`config.mk`:
```
export PLATFORM = sky130hd
export DESIGN_NAME = ufpc_ctrl
export DESIGN_NICKNAME = d
export VERILOG_FILES = /design/src/sv/ufpc_pkg.sv /design/src/sv/ufpc_ctrl.sv
export VERILOG_INCLUDE_DIRS = /design/src /design/src/sv
export SDC_FILE = /design/constraint.sdc
export NUM_CORES = 1
export LEC_CHECK = 0
export BUFFER_PORTS_ARGS = -buffer_cell sky130_fd_sc_hd__buf_2
export CAP_MARGIN = 20
export CELL_PAD_IN_SITES_DETAIL_PLACEMENT = 0
export CELL_PAD_IN_SITES_GLOBAL_PLACEMENT = 1
export CORE_ASPECT_RATIO = 1.1
export CORE_UTILIZATION = 40
export CTS_CLUSTER_DIAMETER = 50
export CTS_CLUSTER_SIZE = 24
export DETAILED_ROUTE_END_ITERATION = 8
export PLACE_DENSITY_LB_ADDON = 0.1
export SLEW_MARGIN = 20
export SYNTH_ARGS = -nofsm -noshare
export SYNTH_HDL_FRONTEND = slang
export SYNTH_SLANG_ARGS = --single-unit
export TNS_END_PERCENT = 1
```
`constraint.sdc`:
```
create_clock -name clk -period 2.07 [get_ports clk]
set_input_delay 0.414 -clock clk [delete_from_list [all_inputs] [get_ports clk]]
set_output_delay 0.414 -clock clk [all_outputs]
set_load 0.01 [all_outputs]
```
`src/sv/assert_macros.svh`:
```
// assertion macros shared by the union-find rtl
// no dependencies; included by the files that carry checks

`ifndef ASSERT_MACROS_SVH
`define ASSERT_MACROS_SVH

// same-cycle implication, disabled while reset is asserted
`define UFPC_ASSERT_IMP(label, clk, rst_n, ante, cons, msg) \
	label: assert property (@(posedge clk) disable iff (!rst_n) (ante) |-> (cons)) \
		else $error(msg);

// next-cycle implication, disabled while reset is asserted
`define UFPC_ASSERT_NXT(label, clk, rst_n, ante, cons, msg) \
	label: assert property (@(posedge clk) disable iff (!rst_n) (ante) |=> (cons)) \
		else $error(msg);

`endif

```
`src/sv/ufpc_pkg.sv`:
```
// shared types and constants for the union-find table with path compression
// no dependencies; imported by ufpc_ctrl and the top level

package ufpc_pkg;

	// width of a run index on the ports
	localparam int unsigned IDX_W = 10;

	// request operation codes
	typedef enum logic [1:0] {
		OP_MAKE  = 2'd0,
		OP_FIND  = 2'd1,
		OP_UNION = 2'd2,
		OP_NONE  = 2'd3
	} op_t;

	// sequencer states
	typedef enum logic [2:0] {
		ST_CLEAR,
		ST_IDLE,
		ST_START,
		ST_WALK,
		ST_FIX,
		ST_FEND,
		ST_RESP
	} state_t;

	// one result, handed from the sequencer to the output register
	typedef struct packed {
		logic [IDX_W-1:0] representative;
		logic             found;
		logic             status;
	} res_t;

endpackage

```
`src/sv/ufpc_ctrl.sv`:
```
// sequencer for make set, find with path compression and union
// depends on ufpc_pkg and assert_macros.svh; drives the ufpc_table ports

`include "assert_macros.svh"

module ufpc_ctrl #(
	parameter int unsigned RUN_ENTRIES = 1024,
	localparam int unsigned IW = $clog2(RUN_ENTRIES)
) (
	input  logic                              clk,
	input  logic                              arst_n,
	// request side
	input  logic                              in_valid,
	output logic                              in_ready,
	input  ufpc_pkg::op_t                     in_op,
	input  logic [ufpc_pkg::IDX_W-1:0]        in_a,
	input  logic [ufpc_pkg::IDX_W-1:0]        in_b,
	// result side
	output logic                              res_valid,
	input  logic                              res_ready,
	output ufpc_pkg::res_t                    res,
	// table ports
	output logic                              mem_we,
	output logic [IW-1:0]                     mem_waddr,
	output logic [IW:0]                       mem_wdata,
	output logic                              mem_re,
	output logic [IW-1:0]                     mem_raddr,
	input  logic [IW:0]                       mem_rdata
);

	import ufpc_pkg::*;

	state_t          state_q, state_d;
	op_t             op_q;
	logic [IDX_W-1:0] a_q, b_q;
	logic [IW-1:0]   start_q, start_d;
	logic [IW-1:0]   cur_q, cur_d;
	logic [IW-1:0]   node_q, node_d;
	logic [IW-1:0]   ra_q, ra_d;
	logic [IW-1:0]   clr_q;
	logic            ok_q, ok_d;
	logic            oka_q, oka_d;
	logic            phase_q, phase_d;
	res_t            res_q, res_d;

	// walk start index and its range check
	logic [IDX_W-1:0]    walk_idx10;
	logic [IW+IDX_W-1:0] walk_ext;
	logic [IW-1:0]       walk_idx;
	logic                walk_in;
	logic                rd_mark;
	logic [IW-1:0]       rd_par;
	logic                walk_end;
	logic [IW+IDX_W-1:0] cur_ext;
	logic [IDX_W-1:0]    cur_rep;
	logic                clr_last;

	assign walk_idx10 = (state_q == ST_FEND) ? b_q : a_q;
	assign walk_ext   = {{IW{1'b0}}, walk_idx10};
	assign walk_idx   = walk_ext[IW-1:0];
	assign walk_in    = walk_ext < (IW+IDX_W)'(RUN_ENTRIES);
	assign rd_mark    = mem_rdata[IW];
	assign rd_par     = mem_rdata[IW-1:0];
	assign walk_end   = !rd_mark || (rd_par == cur_q);
	assign cur_ext    = {{IDX_W{1'b0}}, cur_q};
	assign cur_rep    = cur_ext[IDX_W-1:0];
	assign clr_last   = clr_q == IW'(RUN_ENTRIES - 1);
	assign res        = res_q;

	// next state
	always_comb begin
		state_d = state_q;
		unique case (state_q)
			ST_CLEAR: begin
				if (clr_last) state_d = ST_IDLE;
			end
			ST_IDLE: begin
				if (in_valid) state_d = ST_START;
			end
			ST_START: begin
				unique case (op_q)
					OP_FIND, OP_UNION: state_d = walk_in ? ST_WALK : ST_FEND;
					default:           state_d = ST_RESP;
				endcase
			end
			ST_WALK: begin
				if (walk_end) state_d = (start_q == cur_q) ? ST_FEND : ST_FIX;
			end
			ST_FIX: begin
				if (rd_par == cur_q) state_d = ST_FEND;
			end
			ST_FEND: begin
				if (op_q == OP_UNION && !phase_q) begin
					state_d = walk_in ? ST_WALK : ST_FEND;
				end else begin
					state_d = ST_RESP;
				end
			end
			ST_RESP: begin
				if (res_ready) state_d = ST_IDLE;
			end
			default: state_d = ST_IDLE;
		endcase
	end

	// handshake and table port outputs
	always_comb begin
		in_ready  = 1'b0;
		res_valid = 1'b0;
		mem_we    = 1'b0;
		mem_waddr = '0;
		mem_wdata = '0;
		mem_re    = 1'b0;
		mem_raddr = '0;
		unique case (state_q)
			ST_CLEAR: begin
				mem_we    = 1'b1;
				mem_waddr = clr_q;
			end
			ST_IDLE: begin
				in_ready = 1'b1;
			end
			ST_START: begin
				if (op_q == OP_MAKE && walk_in) begin
					mem_we    = 1'b1;
					mem_waddr = walk_idx;
					mem_wdata = {1'b1, walk_idx};
				end else if ((op_q == OP_FIND || op_q == OP_UNION) && walk_in) begin
					mem_re    = 1'b1;
					mem_raddr = walk_idx;
				end
			end
			ST_WALK: begin
				if (!walk_end) begin
					mem_re    = 1'b1;
					mem_raddr = rd_par;
				end else if (start_q != cur_q) begin
					mem_re    = 1'b1;
					mem_raddr = start_q;
				end
			end
			ST_FIX: begin
				// relink to the root on success, drop the mark on failure
				mem_we    = 1'b1;
				mem_waddr = node_q;
				mem_wdata = ok_q ? {1'b1, cur_q} : {1'b0, rd_par};
				if (rd_par != cur_q) begin
					mem_re    = 1'b1;
					mem_raddr = rd_par;
				end
			end
			ST_FEND: begin
				if (op_q == OP_UNION && !phase_q) begin
					if (walk_in) begin
						mem_re    = 1'b1;
						mem_raddr = walk_idx;
					end
				end else if (op_q == OP_UNION && oka_q && ok_q) begin
					mem_we    = 1'b1;
					mem_waddr = ra_q;
					mem_wdata = {1'b1, cur_q};
				end
			end
			ST_RESP: begin
				res_valid = 1'b1;
			end
			default: begin
				in_ready = 1'b0;
			end
		endcase
	end

	// walk datapath next values
	always_comb begin
		start_d = start_q;
		cur_d   = cur_q;
		node_d  = node_q;
		ra_d    = ra_q;
		ok_d    = ok_q;
		oka_d   = oka_q;
		phase_d = phase_q;
		res_d   = res_q;
		unique case (state_q)
			ST_START: begin
				phase_d = 1'b0;
				start_d = walk_idx;
				cur_d   = walk_idx;
				ok_d    = 1'b0;
				res_d   = '0;
				if (op_q == OP_MAKE) begin
					res_d.status         = !walk_in;
					res_d.found          = walk_in;
					res_d.representative = walk_in ? a_q : '0;
				end
			end
			ST_WALK: begin
				if (!rd_mark) begin
					ok_d = 1'b0;
				end else if (rd_par == cur_q) begin
					ok_d = 1'b1;
				end else begin
					cur_d = rd_par;
				end
				node_d = start_q;
			end
			ST_FIX: begin
				node_d = rd_par;
			end
			ST_FEND: begin
				if (op_q == OP_UNION && !phase_q) begin
					phase_d = 1'b1;
					oka_d   = ok_q;
					ra_d    = cur_q;
					start_d = walk_idx;
					cur_d   = walk_idx;
					ok_d    = 1'b0;
				end else if (ok_q && (op_q == OP_FIND || oka_q)) begin
					res_d.status         = 1'b0;
					res_d.found          = 1'b1;
					res_d.representative = cur_rep;
				end else begin
					res_d.status         = 1'b1;
					res_d.found          = 1'b0;
					res_d.representative = '0;
				end
			end
			default: begin
				res_d = res_q;
			end
		endcase
	end

	// control registers
	always_ff @(posedge clk or negedge arst_n) begin
		if (!arst_n) begin
			state_q <= ST_CLEAR;
			clr_q   <= '0;
		end else begin
			state_q <= state_d;
			if (state_q == ST_CLEAR) clr_q <= clr_q + 1'b1;
		end
	end

	// payload registers
	always_ff @(posedge clk) begin
		if (state_q == ST_IDLE && in_valid) begin
			op_q <= in_op;
			a_q  <= in_a;
			b_q  <= in_b;
		end
		start_q <= start_d;
		cur_q   <= cur_d;
		node_q  <= node_d;
		ra_q    <= ra_d;
		ok_q    <= ok_d;
		oka_q   <= oka_d;
		phase_q <= phase_d;
		res_q   <= res_d;
	end

	// checks
	`UFPC_ASSERT_IMP(a_port_clash, clk, arst_n, mem_we && mem_re, mem_waddr != mem_raddr, "table read and write at one entry")
	`UFPC_ASSERT_IMP(a_found_ok, clk, arst_n, res_valid, !(res.found && res.status), "found result with error status")
	`UFPC_ASSERT_IMP(a_rep_zero, clk, arst_n, res_valid && !res.found, res.representative == '0, "nonzero representative without a root")
	`UFPC_ASSERT_IMP(a_fix_node, clk, arst_n, state_q == ST_FIX, node_q != cur_q, "rewrite pass reached the walk end")

endmodule

```
Yosys cells after proc, flatten, opt, wreduce, memory -nomap -nowiden. Cells that the tools add are included.

Word-level logic and storage cells: 125. Bits in registers: 90.

Mux-type cells: 59. Equal/unequal tests: 23. Reduce and logical (&&, ||, !) cells: 26. Add/sub/neg operators: 1. Magnitude comparators: 1.

Operators by type and width (number): $mux W10 (15); $pmux W10 S4 (2); $mux W11 (4); $pmux W10 S2 (2); $mux W12 (3); $pmux W11 S3 (1); $pmux W10 S3 (1); $mux W3 (8); $pmux W12 S2 (1); $pmux W3 S7 (1); $eq A10 B10 Y1 (2); $ne A10 B10 Y1 (2); $mux W1 (17); $ne A2 B2 Y1 const B (8); $lt A10 B11 Y1 const B (1); $add A10 B1 Y10 const B (1); $eq A10 B10 Y1 const B (1); $eq A3 B3 Y1 const B (3); $logic_and A1 B1 Y1 (7); $eq A3 B2 Y1 const B (2); $pmux W1 S3 (2); $reduce_and A2 Y1 (3); $reduce_and A5 Y1 (1); $pmux W1 S4 (1); other kinds (15) (21).

Longest topological paths before layout. Gate-level depths: netlist of run 1.

Word-level depth: 7. Depth in mapped cells: 8. Gate-level depth less buffers: 7.

Least setup slack after synthesis of run 1. OpenSTA, ideal clock, no wires.

Kind: reg-to-output. From: register cur_q[6]. To: output port mem_raddr[1]. Setup slack: -0.066 ns. Data arrival time: 1.722 ns. Stages on the path, launching flop included: 6. Path through: edfxtp_1 > xor2_1 > nor4_2 > a31oi_2 > nor3_4 > a221o_1.

Longest elaborated chain between the ends: 4. Elaborated cells on any way between the ends: 8. Those cells by class: eq/ne: 3; mux: 4; reduce/logical: 1.

Ends and longest elaborated chain: start: declaration (RTL line ufpc_ctrl.sv:37) `logic [IW-1:0] cur_q, cur_d;`; start signal: assignment (RTL line ufpc_ctrl.sv:252) `cur_q <= cur_d;`; $ne A10 B10 Y1 or $eq A10 B10 Y1 (tied branches) (RTL line ufpc_ctrl.sv:137, ufpc_ctrl.sv:64); $mux W10 or $logic_or A1 B1 Y1 (tied branches) (RTL line ufpc_ctrl.sv:137, ufpc_ctrl.sv:64); $mux W10 (RTL line ufpc_ctrl.sv:134) `if (!walk_end) begin`; $pmux W10 S4 * (RTL line ufpc_ctrl.sv:115) `unique case (state_q)`; end: declaration (RTL line ufpc_ctrl.sv:27) `output logic [IW-1:0] mem_raddr,`.

Mark *: on every way between the ends. The rest lies on a longest branch, timed or not.

Worst setup path in the final report of run 1. Same ends and word-level chain as after synthesis.

==> qor.yml, run 1 <==
violations: "setup timing"
die_y_um: 114
detail_route.wirelength_um: 12300
power_w: 0.00373
placementRows: 40
crit_path_start_kind: "register"
detail-route-antenna-nets: 0
design_area_um2: 6300
crit_arrival_ns: 2.27
rsz0062_at_grt: "true"
place.gp.congestion: 0.879
pwr-share-comb: 0.028
coreArea_um2: 11100
port-buffer-count: 83
ys_warn_count: 0
worst_slew_pin_slew_ns: 0.785
numCtsBuffers: 9
place_area_um2: 5800
pwr-share-seq: 0.522
slew_headroom: 0.475
synth_edf_count: 77
worstPathRequired_ns: 1.66
initial_core_util: 0.415
drv_cap: 0
synthFlopType: "edfxtp_1"
root_buffer: "clkbuf_16"
p_int_w: 0.00298
nFillCells: 944
fin_tns_setup_ns: -13.91
dieArea_um2: 11900
num_io_pins: 84
grt_pass1_wl_um: 19000
syn_avg_cell_area_um2: 12.4
finalHoldViolations: 0
finalNonFillerCells: 687
grt_start_max_net_pins: 23
multi_input_area_um2: 1890
grt_overflow: 0
ir_worst_vdd_mv: 0.485
finalCriticalPeriod_ns: 2.68
post_drt_wl_per_cell_um: 17.9
cts_tree: "built"
first_global_vias: 3579
yosysSeqAreaShare: 0.575
drt-pass1-iter-count: 9
drc_errors: 0
nets: 576
antenna_found_initial: 0
post-route-period-util: 1.30
vias: 3568
p_sw_frac: 0.203
synth_fp_nets: 410
synth_cell_types: 53
leakage_nw: 2.69
dp_slack_ns: -0.365
p_switching_w: 0.000756
hpwlAfterDp_um: 9570
outcome: "finished with violations"
cts_buffer_depth: 2
vias_per_cell: 5.19
crit_type: "reg2out"
clkPwrFrac: 0.449
finClkSkew_ns: 0.00729
synth.ff_latch_count: 90
synthArstFlopShare: 0.144
min_path_type: "in2reg"
setup_ws_ns: -0.614
insertion_delay_ns: 0.34
crit_path_end_kind: "primary output"
max_freq_mhz: 373
cts_sinks: 90
holdPathStages: 1
ff2ff_path_depth: 8
slew_violations: 0
drive_gt1_frac: 0.450
die_w_um: 104
power_density_nw_per_um2: 592
synth_cells: 369
path_clk_slew_ns: 0.06
place_inst: 666
setup_viol: 33
drtIter0Drc: 302
regArea_um2: 2640
worstPathMaxFanout: 4
diodes: 0
htreeDepth: 3
grtUsageTotal: 0.214
area_delta_synth_final_pct: 37.4
synth_area_um2: 4590
## power groups by stage
stage,Sequential (W),Clock (W),Combinational [W]
2_1_floorplan,0.00199,0,0.0000156
3_3_place_gp,0.00199,0,0.0000940
3_5_place_dp,0.00199,0,0.0000946
4_1_cts,0.00195,0.00172,0.000104
5_1_grt,0.00195,0.00179,0.000114
6_report,0.00195,0.00168,0.000106
## critical path, stage by stage (launching register included)
cell and delay [ns]:
edfxtp_1 0.44, buf_6 0.15, xnor2_2 0.11, nand4_1 0.17, nor4_4 0.25, buf_4 0.19
nor3_4 0.05, buf_6 0.13, a221o_1 0.29, buf_2 0.14
## cells in the final DEF, fill, tap and decap left out, drive strengths merged, types with 8 or more instances in the layout
| cell type | Yosys | layout |
|---|---|---|
| inv | 21 | 24 |
| a22o | 18 | 18 |
| a222oi | 20 | 20 |
| dfrtp | 13 | 13 |
| clkbuf | 9 | 12 |
| xor2 | 14 | 14 |
| nand2 | 28 | 28 |
| edfxtp | 77 | 77 |
| mux2 | 22 | 22 |
| a221o | 8 | 8 |
| nor2 | 39 | 39 |
| xnor2 | 15 | 15 |
| buf | 11 | 174 |
| a21oi | 8 | 8 |
## cells in the mapped netlist (2+ instances only)
cell type / n / area [um^2]
a222oi_1: 20 / 200
inv_1: 21 / 78.8
a22o_1: 9 / 78.8
nand4_1: 5 / 31.3
nor2_1: 38 / 143
dfrtp_1: 13 / 325
nand3_1: 7 / 35.0
and3_1: 3 / 18.8
edfxtp_1: 77 / 2310
o21ai_0: 4 / 20.0
ha_1: 4 / 50.1
mux2_1: 8 / 90.1
a211o_1: 3 / 26.3
a22o_2: 9 / 90.1
or2_2: 4 / 25.0
xnor2_1: 15 / 131
buf_4: 2 / 15.0
a221o_1: 8 / 80.1
nor2b_1: 4 / 25.0
mux2_2: 13 / 146
nor3_1: 2 / 10.0
clkbuf_1: 8 / 30.0
a22oi_1: 3 / 22.5
or3_1: 2 / 12.5
buf_2: 8 / 40.0
and3b_1: 2 / 17.5
a21o_1: 2 / 15.0
a21oi_1: 7 / 35.0
and2_1: 3 / 18.8
nand2_1: 28 / 105
xor2_1: 14 / 123
nor4_2: 2 / 25.0
## final timing paths
kind	start	end	slack, ns
worst max-delay path	cur_q[6]	mem_raddr[1]	-0.61
worst min-delay path	in_b[4]	b_q[4]	0.24
worst max register to register	state_q[1]	state_q[0]	0.08
worst min register to register	clr_q[4]	clr_q[4]	0.51
max in group asynchronous	arst_n	clr_q[1]	1.29
min in group asynchronous	arst_n	clr_q[2]	0.52
## through the flow
step	utilization	hold slack (ns)
6_report	0.570	0.244
5_1_grt	0.570	0.230
4_1_cts	0.567	0.231
3_5_place_dp	0.524	0.329
3_3_place_gp	0.524	0.323
2_1_floorplan	-	0.118
## flip-flops by register name (all words and copies together) (netlist names), 2 cells and up
name and count:
res 12, a_q 10, b_q 10, clr_q 10, cur_q 10, node_q 10, ra_q 10, start_q 10
state_q 3, op_q 2
## layout make-up
cell class / count / area share
Multi-Input combinational cell: 238 / 0.300
Timing Repair Buffer: 175 / 0.190
Clock buffer: 12 / 0.0443
Clock inverter: 4 / 0.00556
Tap cell: 147 / 0.0292
Inverter: 21 / 0.0125
Sequential cell: 90 / 0.418
## layer usage
layer,part of all wire,GRT usage,vias to the layer above
li1,-,-,1735
met1,0.46,0.283,1688
met2,0.47,0.357,127
met3,0.051,0.0347,18
met4,0.022,0.0800,0
met5,0,0,-
## kinds of logic after synthesis
| kind of cell | count (synthesis) | synth area share |
|---|---|---|
| AO/OA/AOI/OAI | 73 | 0.139 |
| multiplexers | 22 | 0.0548 |
| flip-flops | 90 | 0.575 |
| XOR/XNOR | 29 | 0.0554 |
| AND/OR/NAND/NOR | 110 | 0.125 |
| buffers and inverters | 41 | 0.0395 |
| adder cells (fa/ha/maj) | 4 | 0.0109 |
## timing repair
item / CTS / global route
hold endpoints to repair: 13 / 0
endpoints found under the setup margin: 45 / 45
hold buffers: 1 / 0
pin swaps: 27 / 6
buffers inserted: 4 / 0
gates resized for setup: 23 / 6
No activity file was read; power rests on OpenSTA's default activity.
==> run 2: changes to the inputs <==
--- a/config.mk
+++ b/config.mk
@@ -11,7 +11,7 @@
 export CELL_PAD_IN_SITES_DETAIL_PLACEMENT = 0
 export CELL_PAD_IN_SITES_GLOBAL_PLACEMENT = 1
 export CORE_ASPECT_RATIO = 1.1
-export CORE_UTILIZATION = 40
+export CORE_UTILIZATION = 48
 export CTS_CLUSTER_DIAMETER = 50
 export CTS_CLUSTER_SIZE = 24
 export DETAILED_ROUTE_END_ITERATION = 8
@@ -20,4 +20,4 @@
 export SYNTH_ARGS = -nofsm -noshare
 export SYNTH_HDL_FRONTEND = slang
 export SYNTH_SLANG_ARGS = --single-unit
-export TNS_END_PERCENT = 1
+export TNS_END_PERCENT = 20
==> constraint.sdc (replaced) <==
create_clock -name clk -period 3.3 [get_ports clk]
set_input_delay 0.66 -clock clk [delete_from_list [all_inputs] [get_ports clk]]
set_output_delay 0.66 -clock clk [all_outputs]
set_load 0.01 [all_outputs]
==> run 2 against run 1 <==
  * The run now ends clean
  * Routed wire length shrank 8.0%
  * Design area shrank 15%
  * Count of clock-buffer cells in the layout is the same
  * Sequential cell count is the same
  * Via count shrank 5.9%
  * Worst hold slack lost 0.066 ns
  * Combinational power shrank 57%
  * Global-route usage grew 3.1 points
  * Non-clock buffer count shrank 77
  * Utilization grew 0.49 points
  * Highest routed layer unchanged
==> qor.yml, run 2 (synthesis gave the netlist of run 1 again) <==
power_w: 0.00195
ir_worst_vdd_mv: 0.214
root_buffer: "clkbuf_8"
post_drt_wl_per_cell_um: 19.5
outcome: "completed"
vias_per_cell: 5.79
grt_pass1_wl_um: 17900
regArea_um2: 2640
initial_core_util: 0.493
cts_hold_buf: 0
numCtsBuffers: 9
hpwlAfterDp_um: 8380
grtUsageTotal: 0.245
slew_violations: 0
finalCriticalPeriod_ns: 3.11
crit_path_start_kind: "register"
multi_input_area_um2: 1770
insertion_delay_ns: 0.36
grt_overflow: 0
num_io_pins: 84
area_delta_synth_final_pct: 16.6
dieArea_um2: 9950
drt-pass1-iter-count: 8
layout_common_cells: "buf_2, edfxtp_1, nor2_1"
largest_register_ffs: 12
cts_buffer_depth: 2
layout_commonest_cell: "buf_2"
place_area_um2: 5150
drc_errors: 0
power_density_nw_per_um2: 364
nFillCells: 805
place.gp.congestion: 0.816
leakage_nw: 2.18
detail_route.wirelength_um: 11300
post-route-period-util: 0.942
port-buffer-count: 83
min_path_type: "in2async"
htreeDepth: 3
diodes: 0
die_w_um: 95.2
vias: 3359
nets: 499
path_clk_slew_ns: 0.09
crit_path_end_kind: "primary output"
die_y_um: 105
placementRows: 37
finalHoldViolations: 0
max_freq_mhz: 322
worstPathRequired_ns: 2.64
cts_tree: "built"
coreArea_um2: 9310
worst_slew_pin_slew_ns: 0.908
crit_arrival_ns: 2.45
design_area_um2: 5350
finish.utilization: 0.575
detail-route-antenna-nets: 0
grt_start_max_net_pins: 23
finClkSkew_ns: 0.00947
drv_cap: 0
antenna_found_initial: 0
drive_gt1_frac: 0.324
worstPathMaxFanout: 8
rsz0062_at_grt: "false"
drtIter0Drc: 471
slew_headroom: 0.392
setup_viol: 0
cts_sinks: 90
first_global_vias: 3302
crit_type: "reg2out"
fin_tns_setup_ns: 0
-- run 2: cell type report --
type | count | share of cell area
clock buffers | 12 | 0.0271
clock inverters | 4 | 0.00515
inverters | 21 | 0.0147
multi-input cells | 238 | 0.331
flip-flops and latches | 90 | 0.493
well taps | 117 | 0.0274
repair buffers | 98 | 0.101
-- run 2: power by group --
group          switching, W  total (W)  internal [W]  leakage (nW)
Clock              0.000387   0.000681      0.000294        0.0802
Sequential                0    0.00122       0.00122         0.837
Combinational     0.0000262  0.0000461     0.0000199          1.26
-- run 2: routing by layer --
layer | share of wire | vias up | track usage | routed length [um]
li1 | - | 1579 | - | -
met1 | 0.44 | 1627 | 0.353 | 5040
met2 | 0.47 | 131 | 0.368 | 5290
met3 | 0.061 | 22 | 0.0291 | 688
met4 | 0.027 | 0 | 0.113 | 311
met5 | 0 | - | 0 | 0
-- run 2: path summary, 6_finish.rpt --
kind	from	end	cells past startpoint	slack (ns)
worst max-delay path	cur_q[6]	mem_raddr[1]	7	0.19
worst min-delay path	arst_n	clr_q[3]	1	0.18
worst max register to register	state_q[1]	res[6]	5	1.11
worst min register to register	clr_q[4]	clr_q[4]	1	0.53
max in group asynchronous	arst_n	state_q[1]	1	2.88
min in group clk	in_a[7]	a_q[7]	1	0.46
-- run 2: critical path, stage by stage, from the launching register on --
cell and delay, ns:
edfxtp_1 0.50, xor2_1 0.23, nor4_2 0.41, a31oi_2 0.24, nor3_4 0.27, buf_12 0.15
a221o_1 0.14, buf_2 0.13
-- run 2: metrics by stage --
stage	setup WS, ns	cells	hold WS, ns
floorplan	0.741	369	0.364
global placement	0.258	563	0.494
detailed placement	0.261	563	0.509
CTS	0.0631	579	0.180
global route	0.00916	580	0.184
finish	0.192	580	0.178
-- run 2: timing repair --
item | 4_1_cts | 5_1_grt
resized for setup | 0 | 2
buffers inserted | 0 | 1
endpoints found under the setup margin | 0 | 10
